File: config.mk
export PLATFORM = sky130hd
export DESIGN_NAME = font_name_record_picker
export DESIGN_NICKNAME = d
export VERILOG_FILES = /design/src/fnrp_pkg.sv /design/src/fnrp_fifo.sv /design/src/fnrp_front.sv /design/src/fnrp_back.sv /design/src/font_name_record_picker.sv
export VERILOG_INCLUDE_DIRS = /design/src /design/src/src
export SDC_FILE = /design/constraint.sdc
export NUM_CORES = 1
export LEC_CHECK = 0
export BUFFER_PORTS_ARGS = -buffer_cell sky130_fd_sc_hd__buf_2
export CORE_MARGIN = 10
export CORE_UTILIZATION = 55
export CTS_CLUSTER_SIZE = 8
export DETAILED_ROUTE_END_ITERATION = 8
export PLACE_DENSITY = 0.77
export SETUP_SLACK_MARGIN = 0.4
export SLEW_MARGIN = 10
export SYNTH_ARGS = -nofsm -noshare
export SYNTH_HDL_FRONTEND = slang
export SYNTH_SLANG_ARGS = --single-unit
File: constraint.sdc
create_clock -name clk_i -period 5.9 [get_ports clk_i]
set_input_delay 1.18 -clock clk_i [delete_from_list [all_inputs] [get_ports clk_i]]
set_output_delay 1.18 -clock clk_i [all_outputs]
set_load 0.02 [all_outputs]
File: src/assert_macros.svh
// Assertion macros for the picker RTL; included by fnrp_back.
// Depends on nothing; users supply clk_i and rst_ni in scope.
`ifndef ASSERT_MACROS_SVH
`define ASSERT_MACROS_SVH

`ifndef SYNTHESIS
// Concurrent property, checked on clk_i, off while rst_ni is low.
`define FNRP_ASSERT(label, prop, msg) \
  label: assert property (@(posedge clk_i) disable iff (!rst_ni) prop) else $error(msg);
// Condition that must never hold.
`define FNRP_NEVER(label, cond, msg) \
  `FNRP_ASSERT(label, !(cond), msg)
`else
`define FNRP_ASSERT(label, prop, msg)
`define FNRP_NEVER(label, cond, msg)
`endif

`endif

File: src/fnrp_pkg.sv
// Types and constants for the font name record picker.
// No dependencies; used by every module of the block but fnrp_fifo.
package fnrp_pkg;

  // One record of the name table.
  typedef struct packed {
    logic [15:0] platform_id;
    logic [15:0] encoding_id;
    logic [15:0] language_id;
    logic [15:0] record_name_id;
    logic [15:0] string_length;
    logic [15:0] string_offset;
    logic        last_record;
  } rec_t;

  // One result, sent after the last record of a table.
  typedef struct packed {
    logic        found;
    logic [15:0] record_index;
    logic        is_utf16;
  } res_t;

  // Record class as decided by the front part.
  typedef enum logic [2:0] {
    KIND_NONE,
    KIND_UNI,
    KIND_MAC_ENG,
    KIND_MAC_ROMAN,
    KIND_WIN
  } kind_e;

  // Classified record, passed from front to back.
  typedef struct packed {
    kind_e       kind;
    logic        win_english;
    logic [15:0] index;
    logic        last_record;
  } cls_t;

  // A kept candidate.
  typedef struct packed {
    logic        valid;
    logic [15:0] index;
  } pick_t;

  localparam logic [15:0] PLAT_UNICODE   = 16'd0;
  localparam logic [15:0] PLAT_MAC       = 16'd1;
  localparam logic [15:0] PLAT_ISO       = 16'd2;
  localparam logic [15:0] PLAT_MICROSOFT = 16'd3;

  localparam logic [15:0] ENC_MAC_ROMAN  = 16'd0;
  localparam logic [15:0] ENC_MS_SYMBOL  = 16'd0;
  localparam logic [15:0] ENC_MS_UNICODE = 16'd1;
  localparam logic [15:0] ENC_MS_UCS4    = 16'd10;

  localparam logic [15:0] LANG_MAC_ENGLISH = 16'd0;
  localparam logic [9:0]  LANG_MASK        = 10'h3FF;
  localparam logic [9:0]  LANG_MS_ENGLISH  = 10'h009;

endpackage

File: src/fnrp_fifo.sv
// Small first-in first-out queue of flat words.
// No package dependency; used for the record and result queues.
module fnrp_fifo #(
  parameter int Width = 8,
  parameter int Depth = 2
) (
  input  logic             clk_i,
  input  logic             rst_ni,
  input  logic             push_i,
  input  logic [Width-1:0] wdata_i,
  output logic             full_o,
  input  logic             pop_i,
  output logic [Width-1:0] rdata_o,
  output logic             empty_o
);

  localparam int PtrW = (Depth > 1) ? $clog2(Depth) : 1;
  localparam int CntW = $clog2(Depth + 1);

  logic [Width-1:0] mem_q [Depth];
  logic [PtrW-1:0]  wr_ptr_q, wr_ptr_d, rd_ptr_q, rd_ptr_d;
  logic [CntW-1:0]  cnt_q, cnt_d;
  logic             do_push, do_pop;

  assign full_o  = (cnt_q == CntW'(Depth));
  assign empty_o = (cnt_q == '0);
  assign do_push = push_i && !full_o;
  assign do_pop  = pop_i && !empty_o;
  assign rdata_o = mem_q[rd_ptr_q];

  always_comb begin
    wr_ptr_d = wr_ptr_q;
    rd_ptr_d = rd_ptr_q;
    cnt_d    = cnt_q;
    if (do_push) begin
      wr_ptr_d = (wr_ptr_q == PtrW'(Depth - 1)) ? '0 : wr_ptr_q + PtrW'(1);
    end
    if (do_pop) begin
      rd_ptr_d = (rd_ptr_q == PtrW'(Depth - 1)) ? '0 : rd_ptr_q + PtrW'(1);
    end
    if (do_push && !do_pop) begin
      cnt_d = cnt_q + CntW'(1);
    end else if (do_pop && !do_push) begin
      cnt_d = cnt_q - CntW'(1);
    end
  end

  always_ff @(posedge clk_i or negedge rst_ni) begin
    if (!rst_ni) begin
      wr_ptr_q <= '0;
      rd_ptr_q <= '0;
      cnt_q    <= '0;
    end else begin
      wr_ptr_q <= wr_ptr_d;
      rd_ptr_q <= rd_ptr_d;
      cnt_q    <= cnt_d;
    end
  end

  always_ff @(posedge clk_i) begin
    if (do_push) begin
      mem_q[wr_ptr_q] <= wdata_i;
    end
  end

endmodule

File: src/fnrp_front.sv
// Front part: numbers records, checks string bounds and classifies them.
// Depends on fnrp_pkg.
module fnrp_front (
  input  logic               clk_i,
  input  logic               rst_ni,
  input  logic               accept_i,
  input  fnrp_pkg::rec_t     rec_i,
  input  logic [15:0]        wanted_name_id_i,
  input  logic [15:0]        storage_offset_i,
  input  logic [19:0]        records_end_i,
  input  logic [30:0]        table_length_i,
  output fnrp_pkg::cls_t     cls_o
);

  logic [15:0] count_q, count_d;
  logic [16:0] str_start;
  logic [17:0] str_end;
  logic        in_storage, hit, win_enc_ok;

  assign str_start = {1'b0, storage_offset_i} + {1'b0, rec_i.string_offset};
  assign str_end   = {1'b0, str_start} + {2'b0, rec_i.string_length};

  assign in_storage = (rec_i.string_length != '0)
                   && ({3'b0, str_start} >= records_end_i)
                   && ({14'b0, str_start} <= table_length_i)
                   && ({13'b0, str_end} <= table_length_i);

  assign hit = in_storage && (rec_i.record_name_id == wanted_name_id_i);

  assign win_enc_ok = (rec_i.encoding_id == fnrp_pkg::ENC_MS_SYMBOL)
                   || (rec_i.encoding_id == fnrp_pkg::ENC_MS_UNICODE)
                   || (rec_i.encoding_id == fnrp_pkg::ENC_MS_UCS4);

  always_comb begin
    cls_o.kind        = fnrp_pkg::KIND_NONE;
    cls_o.win_english = (rec_i.language_id[9:0] & fnrp_pkg::LANG_MASK)
                        == fnrp_pkg::LANG_MS_ENGLISH;
    cls_o.index       = count_q;
    cls_o.last_record = rec_i.last_record;
    if (hit) begin
      case (rec_i.platform_id)
        fnrp_pkg::PLAT_UNICODE, fnrp_pkg::PLAT_ISO: begin
          cls_o.kind = fnrp_pkg::KIND_UNI;
        end
        fnrp_pkg::PLAT_MAC: begin
          if (rec_i.language_id == fnrp_pkg::LANG_MAC_ENGLISH) begin
            cls_o.kind = fnrp_pkg::KIND_MAC_ENG;
          end else if (rec_i.encoding_id == fnrp_pkg::ENC_MAC_ROMAN) begin
            cls_o.kind = fnrp_pkg::KIND_MAC_ROMAN;
          end
        end
        fnrp_pkg::PLAT_MICROSOFT: begin
          if (win_enc_ok) begin
            cls_o.kind = fnrp_pkg::KIND_WIN;
          end
        end
        default: begin
          cls_o.kind = fnrp_pkg::KIND_NONE;
        end
      endcase
    end
  end

  // Advance per record, restart after the last one.
  always_comb begin
    count_d = count_q;
    if (accept_i) begin
      count_d = rec_i.last_record ? '0 : count_q + 16'd1;
    end
  end

  always_ff @(posedge clk_i or negedge rst_ni) begin
    if (!rst_ni) begin
      count_q <= '0;
    end else begin
      count_q <= count_d;
    end
  end

endmodule

File: src/fnrp_back.sv
// Back part: keeps the candidate picks and forms the result per table.
// Depends on fnrp_pkg and assert_macros.svh.
`include "assert_macros.svh"

module fnrp_back (
  input  logic           clk_i,
  input  logic           rst_ni,
  input  fnrp_pkg::cls_t cls_i,
  input  logic           cls_valid_i,
  output logic           cls_pop_o,
  output fnrp_pkg::res_t res_o,
  output logic           res_push_o,
  input  logic           res_full_i
);

  fnrp_pkg::pick_t eng_q, eng_d, rom_q, rom_d, win_q, win_d, uni_q, uni_d;
  fnrp_pkg::pick_t mac_sel, cur_pick;
  logic            win_eng_q, win_eng_d;
  logic            take;

  // Hold a last record while the result queue has no room.
  assign take       = cls_valid_i && (!cls_i.last_record || !res_full_i);
  assign cls_pop_o  = take;
  assign res_push_o = take && cls_i.last_record;
  assign cur_pick   = '{valid: 1'b1, index: cls_i.index};

  always_comb begin
    eng_d     = eng_q;
    rom_d     = rom_q;
    win_d     = win_q;
    uni_d     = uni_q;
    win_eng_d = win_eng_q;
    if (take) begin
      case (cls_i.kind)
        fnrp_pkg::KIND_UNI:       uni_d = cur_pick;
        fnrp_pkg::KIND_MAC_ENG:   eng_d = cur_pick;
        fnrp_pkg::KIND_MAC_ROMAN: rom_d = cur_pick;
        fnrp_pkg::KIND_WIN: begin
          if (!win_q.valid || cls_i.win_english) begin
            win_d     = cur_pick;
            win_eng_d = cls_i.win_english;
          end
        end
        default: ;
      endcase
    end
  end

  always_comb begin
    mac_sel = eng_d.valid ? eng_d : rom_d;
    res_o   = '0;
    if (win_d.valid && !(mac_sel.valid && !win_eng_d)) begin
      res_o = '{found: 1'b1, record_index: win_d.index, is_utf16: 1'b1};
    end else if (mac_sel.valid) begin
      res_o = '{found: 1'b1, record_index: mac_sel.index, is_utf16: 1'b0};
    end else if (uni_d.valid) begin
      res_o = '{found: 1'b1, record_index: uni_d.index, is_utf16: 1'b1};
    end
  end

  always_ff @(posedge clk_i or negedge rst_ni) begin
    if (!rst_ni) begin
      eng_q     <= '0;
      rom_q     <= '0;
      win_q     <= '0;
      uni_q     <= '0;
      win_eng_q <= 1'b0;
    end else if (res_push_o) begin
      eng_q     <= '0;
      rom_q     <= '0;
      win_q     <= '0;
      uni_q     <= '0;
      win_eng_q <= 1'b0;
    end else begin
      eng_q     <= eng_d;
      rom_q     <= rom_d;
      win_q     <= win_d;
      uni_q     <= uni_d;
      win_eng_q <= win_eng_d;
    end
  end

  `FNRP_ASSERT(a_clear_after_last, res_push_o |=> (!eng_q.valid && !rom_q.valid && !win_q.valid && !uni_q.valid && !win_eng_q), "picks not cleared after table end")
  `FNRP_ASSERT(a_none_is_zero, (res_push_o && !res_o.found) |-> (res_o.record_index == '0 && !res_o.is_utf16), "empty result carries data")
  `FNRP_ASSERT(a_win_sticky, (win_q.valid && !take) |=> (win_q.valid && win_q.index == $past(win_q.index)), "windows pick moved while idle")
  `FNRP_NEVER(a_utf16_source, res_push_o && res_o.found && res_o.is_utf16 && !win_d.valid && !uni_d.valid, "utf16 result without a utf16 pick")
  `FNRP_NEVER(a_mac_source, res_push_o && res_o.found && !res_o.is_utf16 && !eng_d.valid && !rom_d.valid, "mac result without a mac pick")

endmodule

File: src/font_name_record_picker.sv
// Top level of the font name record picker: config registers and queues.
// Depends on fnrp_pkg, fnrp_fifo, fnrp_front and fnrp_back.
// Usage:
//  - Records of one name table go in one item at a time on rec_i (push/full),
//    numbered from 0 in arrival order. The item with last_record set closes
//    the table and makes exactly one result item; other records make none.
//  - Results leave on res_o (empty/pop): found, the chosen record index and
//    whether the chosen string is UTF-16.
//  - Registers sit on the APB port: 0x0 wanted name id, 0x4 string storage
//    offset, 0x8 end of record array, 0xC table length. Write them only
//    while no table is in flight.
// Path: a last record is registered in the record queue, then its result is
//   registered in the result queue (empty low) when the result side is free.
// Throughput: one record per cycle when not stalled, set by the single pick
//   update in the back part; front and back each take one item per cycle.
// Reset: registers go to their reset values, queues empty, record count and
//   all picks cleared. No clearing pass is needed.
// Stall: while pop is low, results fill the result queue (ResultDepth); the
//   next last record then waits in the record queue (QueueDepth), and full
//   rises once that queue is full. Non-last records keep flowing until then.
module font_name_record_picker #(
  parameter int QueueDepth  = 2,
  parameter int ResultDepth = 2
) (
  input  logic           clk_i,
  input  logic           rst_ni,
  // record channel
  input  logic           push,
  output logic           full,
  input  fnrp_pkg::rec_t rec_i,
  // result channel
  output logic           empty,
  input  logic           pop,
  output fnrp_pkg::res_t res_o,
  // configuration port
  input  logic           psel,
  input  logic           penable,
  input  logic           pwrite,
  input  logic [3:0]     paddr,
  input  logic [31:0]    pwdata,
  output logic [31:0]    prdata,
  output logic           pready
);

  // register numbers, taken from paddr[3:2]
  localparam logic [1:0] REG_WANTED_ID   = 2'd0;
  localparam logic [1:0] REG_STORAGE_OFS = 2'd1;
  localparam logic [1:0] REG_RECORDS_END = 2'd2;
  localparam logic [1:0] REG_TABLE_LEN   = 2'd3;

  logic [15:0] wanted_q;
  logic [15:0] storage_ofs_q;
  logic [19:0] records_end_q;
  logic [30:0] table_len_q;
  logic        cfg_wr;

  fnrp_pkg::cls_t cls_front, cls_back;
  logic           mid_full, mid_empty, mid_pop, rec_accept;
  fnrp_pkg::res_t res_back;
  logic           res_push, res_full;

  // ---------------------------------------------------------------------
  // Configuration registers: zero wait states, word index from paddr[3:2].
  // ---------------------------------------------------------------------
  assign pready = 1'b1;
  assign cfg_wr = psel && penable && pwrite && pready;

  always_ff @(posedge clk_i or negedge rst_ni) begin
    if (!rst_ni) begin
      wanted_q      <= 16'd1;
      storage_ofs_q <= 16'd0;
      records_end_q <= 20'd6;
      table_len_q   <= 31'd0;
    end else if (cfg_wr) begin
      case (paddr[3:2])
        REG_WANTED_ID:   wanted_q      <= pwdata[15:0];
        REG_STORAGE_OFS: storage_ofs_q <= pwdata[15:0];
        REG_RECORDS_END: records_end_q <= pwdata[19:0];
        REG_TABLE_LEN:   table_len_q   <= pwdata[30:0];
        default: ;
      endcase
    end
  end

  always_comb begin
    case (paddr[3:2])
      REG_WANTED_ID:   prdata = {16'b0, wanted_q};
      REG_STORAGE_OFS: prdata = {16'b0, storage_ofs_q};
      REG_RECORDS_END: prdata = {12'b0, records_end_q};
      REG_TABLE_LEN:   prdata = {1'b0, table_len_q};
      default:         prdata = '0;
    endcase
  end

  // ---------------------------------------------------------------------
  // Front: take a record whenever the record queue has room.
  // ---------------------------------------------------------------------
  assign full       = mid_full;
  assign rec_accept = push && !mid_full;

  fnrp_front u_front (
    .clk_i            (clk_i),
    .rst_ni           (rst_ni),
    .accept_i         (rec_accept),
    .rec_i            (rec_i),
    .wanted_name_id_i (wanted_q),
    .storage_offset_i (storage_ofs_q),
    .records_end_i    (records_end_q),
    .table_length_i   (table_len_q),
    .cls_o            (cls_front)
  );

  // Classified records wait here so front and back stall independently.
  fnrp_fifo #(
    .Width ($bits(fnrp_pkg::cls_t)),
    .Depth (QueueDepth)
  ) u_rec_queue (
    .clk_i   (clk_i),
    .rst_ni  (rst_ni),
    .push_i  (push),
    .wdata_i (cls_front),
    .full_o  (mid_full),
    .pop_i   (mid_pop),
    .rdata_o (cls_back),
    .empty_o (mid_empty)
  );

  // ---------------------------------------------------------------------
  // Back: update picks, emit a result on the last record.
  // ---------------------------------------------------------------------
  fnrp_back u_back (
    .clk_i       (clk_i),
    .rst_ni      (rst_ni),
    .cls_i       (cls_back),
    .cls_valid_i (!mid_empty),
    .cls_pop_o   (mid_pop),
    .res_o       (res_back),
    .res_push_o  (res_push),
    .res_full_i  (res_full)
  );

  // Results wait here until the receiver pops them.
  fnrp_fifo #(
    .Width ($bits(fnrp_pkg::res_t)),
    .Depth (ResultDepth)
  ) u_res_queue (
    .clk_i   (clk_i),
    .rst_ni  (rst_ni),
    .push_i  (res_push),
    .wdata_i (res_back),
    .full_o  (res_full),
    .pop_i   (pop),
    .rdata_o (res_o),
    .empty_o (empty)
  );

endmodule

==> results of run 1 <==
-- routing by layer --
| metal | wire [µm] | global-route usage [%] |
|---|---|---|
| met5 | 18 | 0 |
| met4 | 1087 | 7.251 |
| met3 | 2867 | 6.084 |
| met2 | 17840 | 37.47 |
| met1 | 16420 | 29.95 |
-- power by group through the flow --
stage                     Sequential, W  Combinational (W)  Clock, W
after floorplan                 0.00275            0.00282         0
after global placement          0.00286            0.00377         0
after detailed placement        0.00291            0.00389         0
after CTS                       0.00289            0.00399   0.00197
after global routing            0.00296            0.00451   0.00204
final                           0.00289            0.00405   0.00194
-- through the flow --
| stage | hold WS, ns | utilization (%) | cell area [µm²] | total power [W] |
|---|---|---|---|---|
| 2_1_floorplan | 0.4556 | - | 14160 | 0.005568 |
| 3_3_place_gp | 0.4788 | 62.47 | 15730 | 0.006639 |
| 3_5_place_dp | 0.4854 | 62.47 | 15730 | 0.006803 |
| 4_1_cts | 0.4945 | 67.04 | 16880 | 0.008849 |
| 5_1_grt | 0.5034 | 67.22 | 16930 | 0.009511 |
| 6_report | 0.4957 | 67.24 | 16930 | 0.008885 |
-- how the worst max path moves through the flow --
stage / to / slack [ns]
after floorplan: u_rec_queue.mem_q[0][19]$_DFFE_PP_ / 0.25
after global routing: u_rec_queue.mem_q[0][20]$_DFFE_PP_ / 0.16
after detailed placement: u_rec_queue.mem_q[1][19]$_DFFE_PP_ / -0.23
after global placement: u_rec_queue.mem_q[0][19]$_DFFE_PP_ / -0.09
final: u_rec_queue.mem_q[0][20]$_DFFE_PP_ / 0.42
after CTS: u_rec_queue.mem_q[0][19]$_DFFE_PP_ / 0.39
-- timing repair --
action | CTS | global route
setup endpoints to repair | 6 | 6
resized for setup | 14 | 7
buffers inserted | 2 | 2
pin swaps | 7 | 2
-- cells in the final DEF (no fill, tap or decap), drive strengths merged, types with 25 or more instances in the layout --
cell    count
a21o       25
dfrtp     173
nand2      63
inv        59
edfxtp     78
mux2      103
ha         88
o21ai      58
a21oi      62
xnor2      35
clkbuf     59
buf       249
a211oi     36
nor2      110
xor2       27
nor2b      31
-- flip-flops by register name, indices dropped and copies added, names as in the netlist --
register and flops:
u_back.rom_q 17, table_len_q 31, records_end_q 20, u_back.uni_q 17, u_res_queue.mem_q 36, u_front.count_q 16, u_rec_queue.rd_ptr_q 1, u_res_queue.cnt_q 2
u_res_queue.rd_ptr_q 1, u_rec_queue.wr_ptr_q 1, u_rec_queue.cnt_q 2, u_back.win_q 17, wanted_q 16, u_back.eng_q 17, u_back.win_eng_q 1, storage_ofs_q 16
u_rec_queue.mem_q 42, u_res_queue.wr_ptr_q 1
-- cells by family after synthesis --
group / Yosys count / synth area share, %
simple gates: 340 / 11.95
compound gates: 270 / 12.48
flops: 254 / 47.92
mux: 141 / 12.38
buf+inv: 116 / 3.260
fa+ha+maj: 90 / 8.100
xor+xnor: 62 / 3.855
other cells: 2 / 0.05331
-- layout make-up --
type	count	area, µm²
timing repair buffer	249	1418
clock inverter	2	36.28
inverter	58	217.7
clock buffer	59	1030
antenna	2	5.005
sequential	254	6750
tap	330	412.9
multi-input combinational	905	7063
fill	1884	8249
==> results_dict.tcl, run 1 <==
set metrics [dict create \
    initial_core_util_pct 55.94 \
    synth.largest_area_cell "dfrtp_1" \
    drt-initial-drc-count 803 \
    syn_area_um2 14090 \
    drtAntennaViolNets 0 \
    slew_viol_final 0 \
    seq_area_frac_synth_pct 47.92 \
    syn_area_per_cell_um2 11.05 \
    peakVddDrop_mv 0.2811 \
    intPower_w 0.005470 \
    overflow 0 \
    tns_ns 0 \
    fin_cells 1859 \
    vias_per_cell 5.874 \
    grt_use_total_pct 23.20 \
    cp.depth 25 \
    fin_ws_ns 0.4217 \
    routed_wl_mm 38.23 \
    min_period_over_period_pct 92.85 \
    avgRoutedWirePerCell_um 20.56 \
    clk_pin_slew_ns 0.05 \
    crit_family "compound AO/OA/AOI/OAI gates" \
    critical-path-slowest-cell "a2111o_1" \
    synth_edf_count 78 \
    critPathMaxFanout 3 \
    min_period_ns 5.478 \
    slew-limit-headroom_pct 26.00 \
    insertion_delay_ns 0.52 \
    final_nets 1735 \
    die_width_um 180.0 \
    r2r_end "u_rec_queue.mem_q[0][20]$_DFFE_PP_" \
    switchingPower_w 0.003415 \
    clock_path_buffers 3 \
    power_density_nw_per_um2 524.7 \
    port_buffers 187 \
    pin_count 193 \
    netlist_top_cells_area "dfrtp_1 (31%), edfxtp_1 (17%), mux2_2 (8.2%)" \
    r2r-start "storage_ofs_q[0]$_DFFE_PN0P_" \
    core_area_um2 25180 \
    crit_start "rec_i[1]" \
    max_stage_delay_ns 0.40 \
    synth_warnings 0 \
    setup_viol_count_final 0 \
    final.setup_skew_ns 0.01548 \
    min_path_type "flip-flop to flip-flop" \
    critPathBufInv 3 \
    ys_types 65 \
    rows 58 \
    drc 0 \
    fp.dieH_um 180.0 \
    synthesis.nets 1505 \
    htreeDepth 2 \
    crit_top_cell "a21o_1" \
    comb_power_share_pct 45.6 \
    tightest_slew_ns 1.107 \
    synthFlopType "dfrtp_1" \
    gp_congestion 0.9118 \
    hold_viol 0 \
    synth_commonest_cells "dfrtp_1 (173), nor2_1 (110), mux2_2 (102)" \
    antenna_found_initial 4 \
    status "finished, final reports clean" \
    dpl.cell_count 1792 \
    grt_pass1_wl_mm 61.89 \
    p_sw_share_pct 38.43 \
    worst_hold_startpoint "u_rec_queue.cnt_q[1]$_DFFE_PN0P_" \
    synth_cells 1275 \
    yosysMostFrequentCell "dfrtp_1" \
    seqPwrFrac_pct 32.6 \
    r2r_slack_ns 0.73 \
    grt_pass1_vias 11500 \
    syn_to_final_growth_pct 20.20 \
    holdPathStages 1 \
    clock.fmax_mhz 182.5 \
    pre_cts_ws_ns -0.2299 \
    leakagePower_nw 7.582 \
    cp.required_ns 6.22 \
    drive_above_1_share_pct 29.21 \
    grt_max_degree 103 \
    cts_sinks 254 \
    clkPwrFrac_pct 21.8 \
    ys_ff_latch 254 \
    max_cap_viol_count 0 \
    dieArea_um2 32410 \
    cts_tree "done" \
    reg2reg_depth 24 \
    ctsRootBufferMaster "clkbuf_16" \
    place.detailed.hpwl_mm 27.83 \
    synth-async-reset-ratio_pct 69.29 \
    end_kind "flip-flop" \
    cts_buffers 37 \
    path_class "input port to flip-flop" \
    postCtsHoldBufs 0 \
    dr_total_vias 10920 \
    synth.top_cell.area_share_pct 30.73 \
    start_kind "input port" \
    holdPathEnd "u_rec_queue.cnt_q[1]$_DFFE_PN0P_" \
    rsz0062_at_grt "true" \
    crit_arrival_ns 5.80 \
    dr.pass1.iters 7 \
]
Note: power is estimated with default switching activity, not from simulation.
==> inputs of run 2 (changes only) <==
--- a/config.mk
+++ b/config.mk
@@ -6,14 +6,15 @@
 export SDC_FILE = /design/constraint.sdc
 export NUM_CORES = 1
 export LEC_CHECK = 0
+export ABC_AREA = 1
 export BUFFER_PORTS_ARGS = -buffer_cell sky130_fd_sc_hd__buf_2
 export CORE_MARGIN = 10
 export CORE_UTILIZATION = 55
 export CTS_CLUSTER_SIZE = 8
 export DETAILED_ROUTE_END_ITERATION = 8
-export PLACE_DENSITY = 0.77
+export PLACE_DENSITY = 0.81
 export SETUP_SLACK_MARGIN = 0.4
-export SLEW_MARGIN = 10
+export SLEW_MARGIN = 5
 export SYNTH_ARGS = -nofsm -noshare
 export SYNTH_HDL_FRONTEND = slang
 export SYNTH_SLANG_ARGS = --single-unit
==> run 2 against run 1 <==
Net effect:
- hold slack got worse by 0.022 ns
- combinational power up 6.4%
- synthesized area grew 7.7%
- utilization shrank 2.6 points
- wire length up 10%
- flip-flop and latch count unchanged
- largest power group unchanged
- largest cell class unchanged
- register-to-register slack better by 0.43 ns
- critical endpoint unchanged
==> results_dict.tcl, run 2 <==
set metrics [dict create \
    critical-path-slowest-cell "fa_1" \
    reg.largest.list "u_rec_queue.mem_q (42), u_res_queue.mem_q (36), table_len_q (31)" \
    dr.pass1.iters 6 \
    busiest_layer "met2" \
    drive_above_1_share_pct 12.44 \
    end_kind "flip-flop" \
    syn_area_per_cell_um2 7.696 \
    final.setup_skew_ns 0.02927 \
    min_period_ns 5.023 \
    cts_tree "done" \
    rsz0062_at_grt "false" \
    crit_family "simple AND/OR/NAND/NOR gates" \
    cts_sinks 254 \
    postCtsHoldBufs 0 \
    pin_count 193 \
    cp.depth 28 \
    netlist_top_cells_area "dfrtp_1 (29%), edfxtp_1 (15%), nand2_1 (14%)" \
    synth_cells 1972 \
    synthMuxAreaShare_pct 0.07420 \
    htreeDepth 2 \
    die_width_um 186.1 \
    grt_use_total_pct 24.43 \
    path_class "input port to flip-flop" \
    reg2reg_depth 27 \
    synth_edf_count 78 \
    grt_util_met3_pct 4.562 \
    yosysMostFrequentCell "nand2_1" \
    synth.largest_area_cell "dfrtp_1" \
    synthesis.nets 2202 \
    clock_path_buffers 3 \
    synth_top_family_by_area "simple AND/OR/NAND/NOR gates" \
    r2r_slack_ns 1.16 \
    critPathBufInv 4 \
    leakagePower_nw 8.828 \
    synth-simple-area-share_pct 25.61 \
    cts_buffers 37 \
    power_density_nw_per_um2 516.8 \
    top_register "u_rec_queue.mem_q" \
    synth-xor-area-share_pct 2.481 \
    place.detailed.hpwl_mm 30.50 \
    grt_max_degree 150 \
    max_stage_delay_ns 0.42 \
    yosys.area_share.adder_pct 7.519 \
    status "finished, final reports clean" \
    max_cap_viol_count 0 \
    worst_hold_startpoint "u_front.count_q[9]$_DFFE_PN0P_" \
    synth_commonest_cells "nand2_1 (585), inv_1 (247), o21ai_0 (186)" \
    routed_wl_mm 42.05 \
    clk_pin_slew_ns 0.05 \
    avgRoutedWirePerCell_um 16.75 \
    hold_viol 0 \
    slew-limit-headroom_pct 23.29 \
    min_period_over_period_pct 85.14 \
    met2_usage_pct 38.06 \
    ys_ff_latch 254 \
    dieArea_um2 34640 \
    fin_total_pwr_w 0.009033 \
    r2r_end "u_rec_queue.mem_q[0][20]$_DFFE_PP_" \
    grt_pass1_vias 13450 \
    setup_viol_count_final 0 \
    final_common_cell "nand2_1" \
    peakVddDrop_mv 0.2500 \
    vias_per_cell 5.497 \
    insertion_delay_ns 0.54 \
    post-cts-setup-buffers 0 \
    final_nets 2378 \
    drt-initial-drc-count 1513 \
    synth-async-reset-ratio_pct 69.29 \
    crit_end "u_rec_queue.mem_q[0][20]$_DFFE_PP_" \
    fp.dieH_um 186.1 \
    synth_warnings 0 \
    rows 60 \
    grt_pass1_wl_mm 67.80 \
    clock.fmax_mhz 199.1 \
    n_antenna_cell 0 \
    largest_reg_flops 42 \
    core_area_um2 27030 \
    met1_usage_pct 34.24 \
    gp_congestion 0.9392 \
    holdPathStages 0 \
    synth_compound_area_share_pct 11.61 \
    drtAntennaViolNets 0 \
    antenna_found_initial 0 \
    critPathMaxFanout 4 \
    drc 0 \
    tns_ns 0 \
    ys_types 51 \
    dr_total_vias 13800 \
    overflow 0 \
    start_kind "input port" \
    ctsRootBufferMaster "clkbuf_16" \
    r2r-start "storage_ofs_q[0]$_DFFE_PN0P_" \
    port_buffers 187 \
    initial_core_util_pct 56.16 \
    crit_arrival_ns 5.37 \
    tightest_slew_ns 1.147 \
    cp.required_ns 6.25 \
    synthFlopType "dfrtp_1" \
    slew_viol_final 0 \
    final_cell_mix "nand2_1 (585), inv_1 (247), buf_2 (186)" \
    crit_start "rec_i[1]" \
    syn_to_final_growth_pct 15.15 \
    synth.top_cell.area_share_pct 28.52 \
    syn_area_um2 15180 \
    seq_area_frac_synth_pct 44.48 \
    min_path_type "flip-flop to flip-flop" \
]
run 2: area by class of cell:
cell class              instances  area (µm²)
flip-flops and latches        254        6750
inverters                     252       945.9
well taps                     341       426.7
clock buffers                  58        1005
clock inverters                 3       62.56
multi-input cells            1399        7204
repair buffers                204        1082
fillers                      2348        9549
run 2: routing by layer:
layer / wire length [µm] / share of wire, %
met4: 841 / 2.0
met2: 18520 / 44
met1: 19050 / 45
met3: 3634 / 8.6
met5: 0 / 0
run 2: worst min-delay path by stage:
| stage | slack [ns] | endpoint |
|---|---|---|
| CTS | 0.47 | u_rec_queue.mem_q[0][10]$_DFFE_PP_ |
| global route | 0.51 | u_rec_queue.mem_q[0][3]$_DFFE_PP_ |
| detailed placement | 0.46 | u_rec_queue.mem_q[1][10]$_DFFE_PP_ |
| global placement | 0.45 | u_rec_queue.mem_q[0][6]$_DFFE_PP_ |
| floorplan | 0.44 | u_rec_queue.mem_q[0][10]$_DFFE_PP_ |
| finish | 0.47 | u_rec_queue.mem_q[0][10]$_DFFE_PP_ |
run 2: cells by family (layout without fill, tap and decap cells):
logic type                 after synthesis  count (layout)
and+or+nand+nor                        938             938
AOI/OAI and AO/OA                      325             325
buffers and inverters                  319             517
DFF                                    254             254
adders and majority gates               90              90
xor gates and xnor gates                43              43
other                                    2               2
muxes                                    1               1
run 2: where the power goes:
| group | internal [W] | switching (W) | total, W |
|---|---|---|---|
| Sequential | 0.00248 | 0.000294 | 0.00278 |
| Combinational | 0.00140 | 0.00291 | 0.00431 |
| Clock | 0.00117 | 0.000779 | 0.00195 |
| Total | 0.00505 | 0.00398 | 0.00903 |
run 2: per-stage QoR:
step | util, % | instances | setup WS (ns) | hold WS, ns | instance area [µm²]
CTS | 64.65 | 2511 | 0.7554 | 0.4702 | 17470
detailed placement | 60.70 | 2450 | 0.2470 | 0.4601 | 16410
floorplan | - | 1972 | 0.9669 | 0.4421 | 15180
global placement | 60.70 | 2450 | 0.3368 | 0.4488 | 16410
global route | 64.67 | 2511 | 0.4086 | 0.5079 | 17480
finish | 64.67 | 2511 | 0.8766 | 0.4740 | 17480
run 2: repair_timing:
action	in CTS	in global routing
endpoints found under the hold margin	0	0
setup endpoints to repair	0	6
resized for setup	0	3
==> inputs of run 3 (changes only) <==
--- a/config.mk
+++ b/config.mk
@@ -9,11 +9,10 @@
 export ABC_AREA = 1
 export BUFFER_PORTS_ARGS = -buffer_cell sky130_fd_sc_hd__buf_2
 export CORE_MARGIN = 10
-export CORE_UTILIZATION = 55
+export CORE_UTILIZATION = 53
 export CTS_CLUSTER_SIZE = 8
 export DETAILED_ROUTE_END_ITERATION = 8
-export PLACE_DENSITY = 0.81
-export SETUP_SLACK_MARGIN = 0.4
+export PLACE_DENSITY = 0.82
 export SLEW_MARGIN = 5
 export SYNTH_ARGS = -nofsm -noshare
 export SYNTH_HDL_FRONTEND = slang
==> constraint.sdc (replaced) <==
create_clock -name clk_i -period 4.4 [get_ports clk_i]
set_input_delay 0.88 -clock clk_i [delete_from_list [all_inputs] [get_ports clk_i]]
set_output_delay 0.88 -clock clk_i [all_outputs]
set_load 0.02 [all_outputs]
==> run 3 against run 2 <==
Net effect:
- count of clock-buffer cells in the layout rose by 1
- register-to-register slack got worse by 0.93 ns
- flip-flop and latch count did not move
- non-clock buffer count rose by 116
- sequential share of layout area fell by 2.6 points
- die area rose by 3.4%
- final area rose by 7.3%
- critical path depth fell by 5
- clock power rose by 35%
- critical endpoint is now u_rec_queue.mem_q[0][19]$_DFFE_PP_
- largest cell class unchanged
- highest routed layer unchanged
==> results_dict.tcl, run 3 (synthesis results as in run 2) <==
set metrics [dict create \
    final_nets 2494 \
    top_register "u_rec_queue.mem_q" \
    crit_family "compound AO/OA/AOI/OAI gates" \
    cts_buffers 37 \
    path_class "input port to flip-flop" \
    core_area_um2 28010 \
    setup_viol_count_final 0 \
    min_path_type "input port to async pin" \
    htreeDepth 2 \
    worstPathCellList "buf_2 -> ha_1 -> a21oi_1 -> o21ai_0 -> a21oi_1 -> o21ai_2 -> xor2_2 -> ha_1 -> a21oi_1 -> o21ai_0 -> a21oi_1 -> nand2_2 -> buf_4 -> xor2_1 -> ha_1 -> nand3_1 -> inv_1 -> nand3_1 -> nor2_1 -> nor2_1 -> nand2_2 -> nand3_4 -> nor2_2" \
    min_period_ns 4.227 \
    pin_count 193 \
    cts_tree "done" \
    rows 61 \
    max_cap_viol_count 0 \
    gp_congestion 0.9288 \
    largest_reg_flops 42 \
    avgRoutedWirePerCell_um 16.64 \
    grt_max_degree 87 \
    syn_to_final_growth_pct 23.51 \
    hold_viol 0 \
    final_common_cell "nand2_1" \
    place.detailed.hpwl_mm 32.39 \
    grt_pass1_wl_mm 70.93 \
    vias_per_cell 5.430 \
    critical-path-slowest-cell "a21oi_1" \
    drive_above_1_share_pct 19.15 \
    dr.pass1.iters 6 \
    drtAntennaViolNets 0 \
    dr_total_vias 14480 \
    leakagePower_nw 9.437 \
    start_kind "input port" \
    grt_pass1_vias 14200 \
    whs_ns 0.3748 \
    die_width_um 189.2 \
    final_cell_mix "nand2_1 (579), inv_1 (247), buf_2 (186)" \
    insertion_delay_ns 0.54 \
    grt_use_total_pct 24.12 \
    overflow 0 \
    crit_arrival_ns 4.48 \
    regArea_um2 6751 \
    antenna_found_initial 1 \
    min_period_over_period_pct 96.08 \
    clock_path_buffers 3 \
    ctsRootBufferMaster "clkbuf_16" \
    crit_top_cell "a21oi_1" \
    postCtsHoldBufs 0 \
    drt-initial-drc-count 1468 \
    status "finished, final reports clean" \
    cts_sinks 254 \
    reg.largest.list "u_rec_queue.mem_q (42), u_res_queue.mem_q (36), table_len_q (31)" \
    critPathBufInv 3 \
    dpl.cell_count 2596 \
    nFillCells 2233 \
    peakVddDrop_mv 0.4493 \
    max_stage_delay_ns 0.37 \
    slew-limit-headroom_pct 13.60 \
    clock.fmax_mhz 236.6 \
    end_kind "flip-flop" \
    initial_core_util_pct 54.18 \
    tightest_slew_ns 1.293 \
    port_buffers 187 \
    slew_viol_final 0 \
    critPathMaxFanout 4 \
    final.setup_skew_ns 0.02862 \
    dieArea_um2 35800 \
    drc 0 \
    fin_cells 2666 \
    power_density_nw_per_um2 695.1 \
    multiInputGateArea_um2 7538 \
    fp.dieH_um 189.2 \
    fin_area_um2 18750 \
    routed_wl_mm 44.38 \
    dpl_cell_area_um2 17280 \
    clk_pin_slew_ns 0.05 \
    cp.required_ns 4.65 \
]
-- run 3: metal layers --
layer | vias up | track usage (%) | wire length [µm]
met1 | 6738 | 32.77 | 19110
met5 | - | 0 | 0
met2 | 683 | 37.75 | 20080
met3 | 87 | 5.402 | 4192
met4 | 0 | 7.204 | 988
li1 | 6969 | - | -
-- run 3: cell type report --
class / instances / share of cell area (%)
Antenna cell: 1 / 0.01335
Sequential cell: 254 / 36.02
Clock inverter: 3 / 0.3337
Multi-Input combinational cell: 1399 / 40.21
Timing Repair Buffer: 320 / 10.42
Inverter: 252 / 5.046
Tap cell: 378 / 2.523
Clock buffer: 59 / 5.433
-- run 3: power breakdown --
group / leakage (nW) / internal (W) / switching, W
Sequential: 3.00 / 0.00333 / 0.000349
Clock: 0.513 / 0.00159 / 0.00105
Combinational: 5.93 / 0.00248 / 0.00424
-- run 3: worst paths after layout --
check	start	end	slack (ns)	cells after the start
setup reg to reg	storage_ofs_q[7]$_DFFE_PN0P_	u_rec_queue.mem_q[0][19]$_DFFE_PP_	0.23	22
max in group asynchronous	rst_ni	table_len_q[22]$_DFFE_PN0P_	3.07	2
min in group clk_i	u_front.count_q[9]$_DFFE_PN0P_	u_rec_queue.mem_q[0][10]$_DFFE_PP_	0.49	0
hold / removal	rst_ni	table_len_q[2]$_DFFE_PN0P_	0.37	1
setup / recovery	rec_i[8]	u_rec_queue.mem_q[0][19]$_DFFE_PP_	0.17	23
hold reg to reg	u_front.count_q[9]$_DFFE_PN0P_	u_rec_queue.mem_q[0][10]$_DFFE_PP_	0.49	0
-- run 3: timing repair --
action                     in CTS  in global routing
resized for setup               6                 58
pin swaps                       2                 23
buffers inserted                0                  7
setup endpoints to repair       6                  6
-- run 3: worst reg2reg max path, stage by stage, from the launching register on --
cell and delay, ns:
dfrtp_1 0.40, ha_1 0.34, a21oi_1 0.37, o21ai_0 0.16
a21oi_1 0.22, o21ai_2 0.12, xor2_2 0.21, ha_1 0.36
a21oi_1 0.15, o21ai_0 0.11, a21oi_1 0.15, nand2_2 0.09
buf_4 0.14, xor2_1 0.13, ha_1 0.27, nand3_1 0.08
inv_1 0.05, nand3_1 0.07, nor2_1 0.04, nor2_1 0.12
nand2_2 0.11, nand3_4 0.13, nor2_2 0.05
-- run 3: stage by stage --
| step | setup slack [ns] | util [%] | power [W] | setup TNS (ns) |
|---|---|---|---|---|
| 3_3_place_gp | -0.4997 | 61.70 | 0.009737 | -2.952 |
| 5_1_grt | -0.01289 | 66.91 | 0.01407 | -0.03495 |
| 2_1_floorplan | 0.03622 | - | 0.007855 | 0 |
| 6_report | 0.1726 | 66.92 | 0.01303 | 0 |
| 4_1_cts | 0.006546 | 65.66 | 0.01271 | 0 |
| 3_5_place_dp | -0.6141 | 61.70 | 0.01000 | -3.658 |
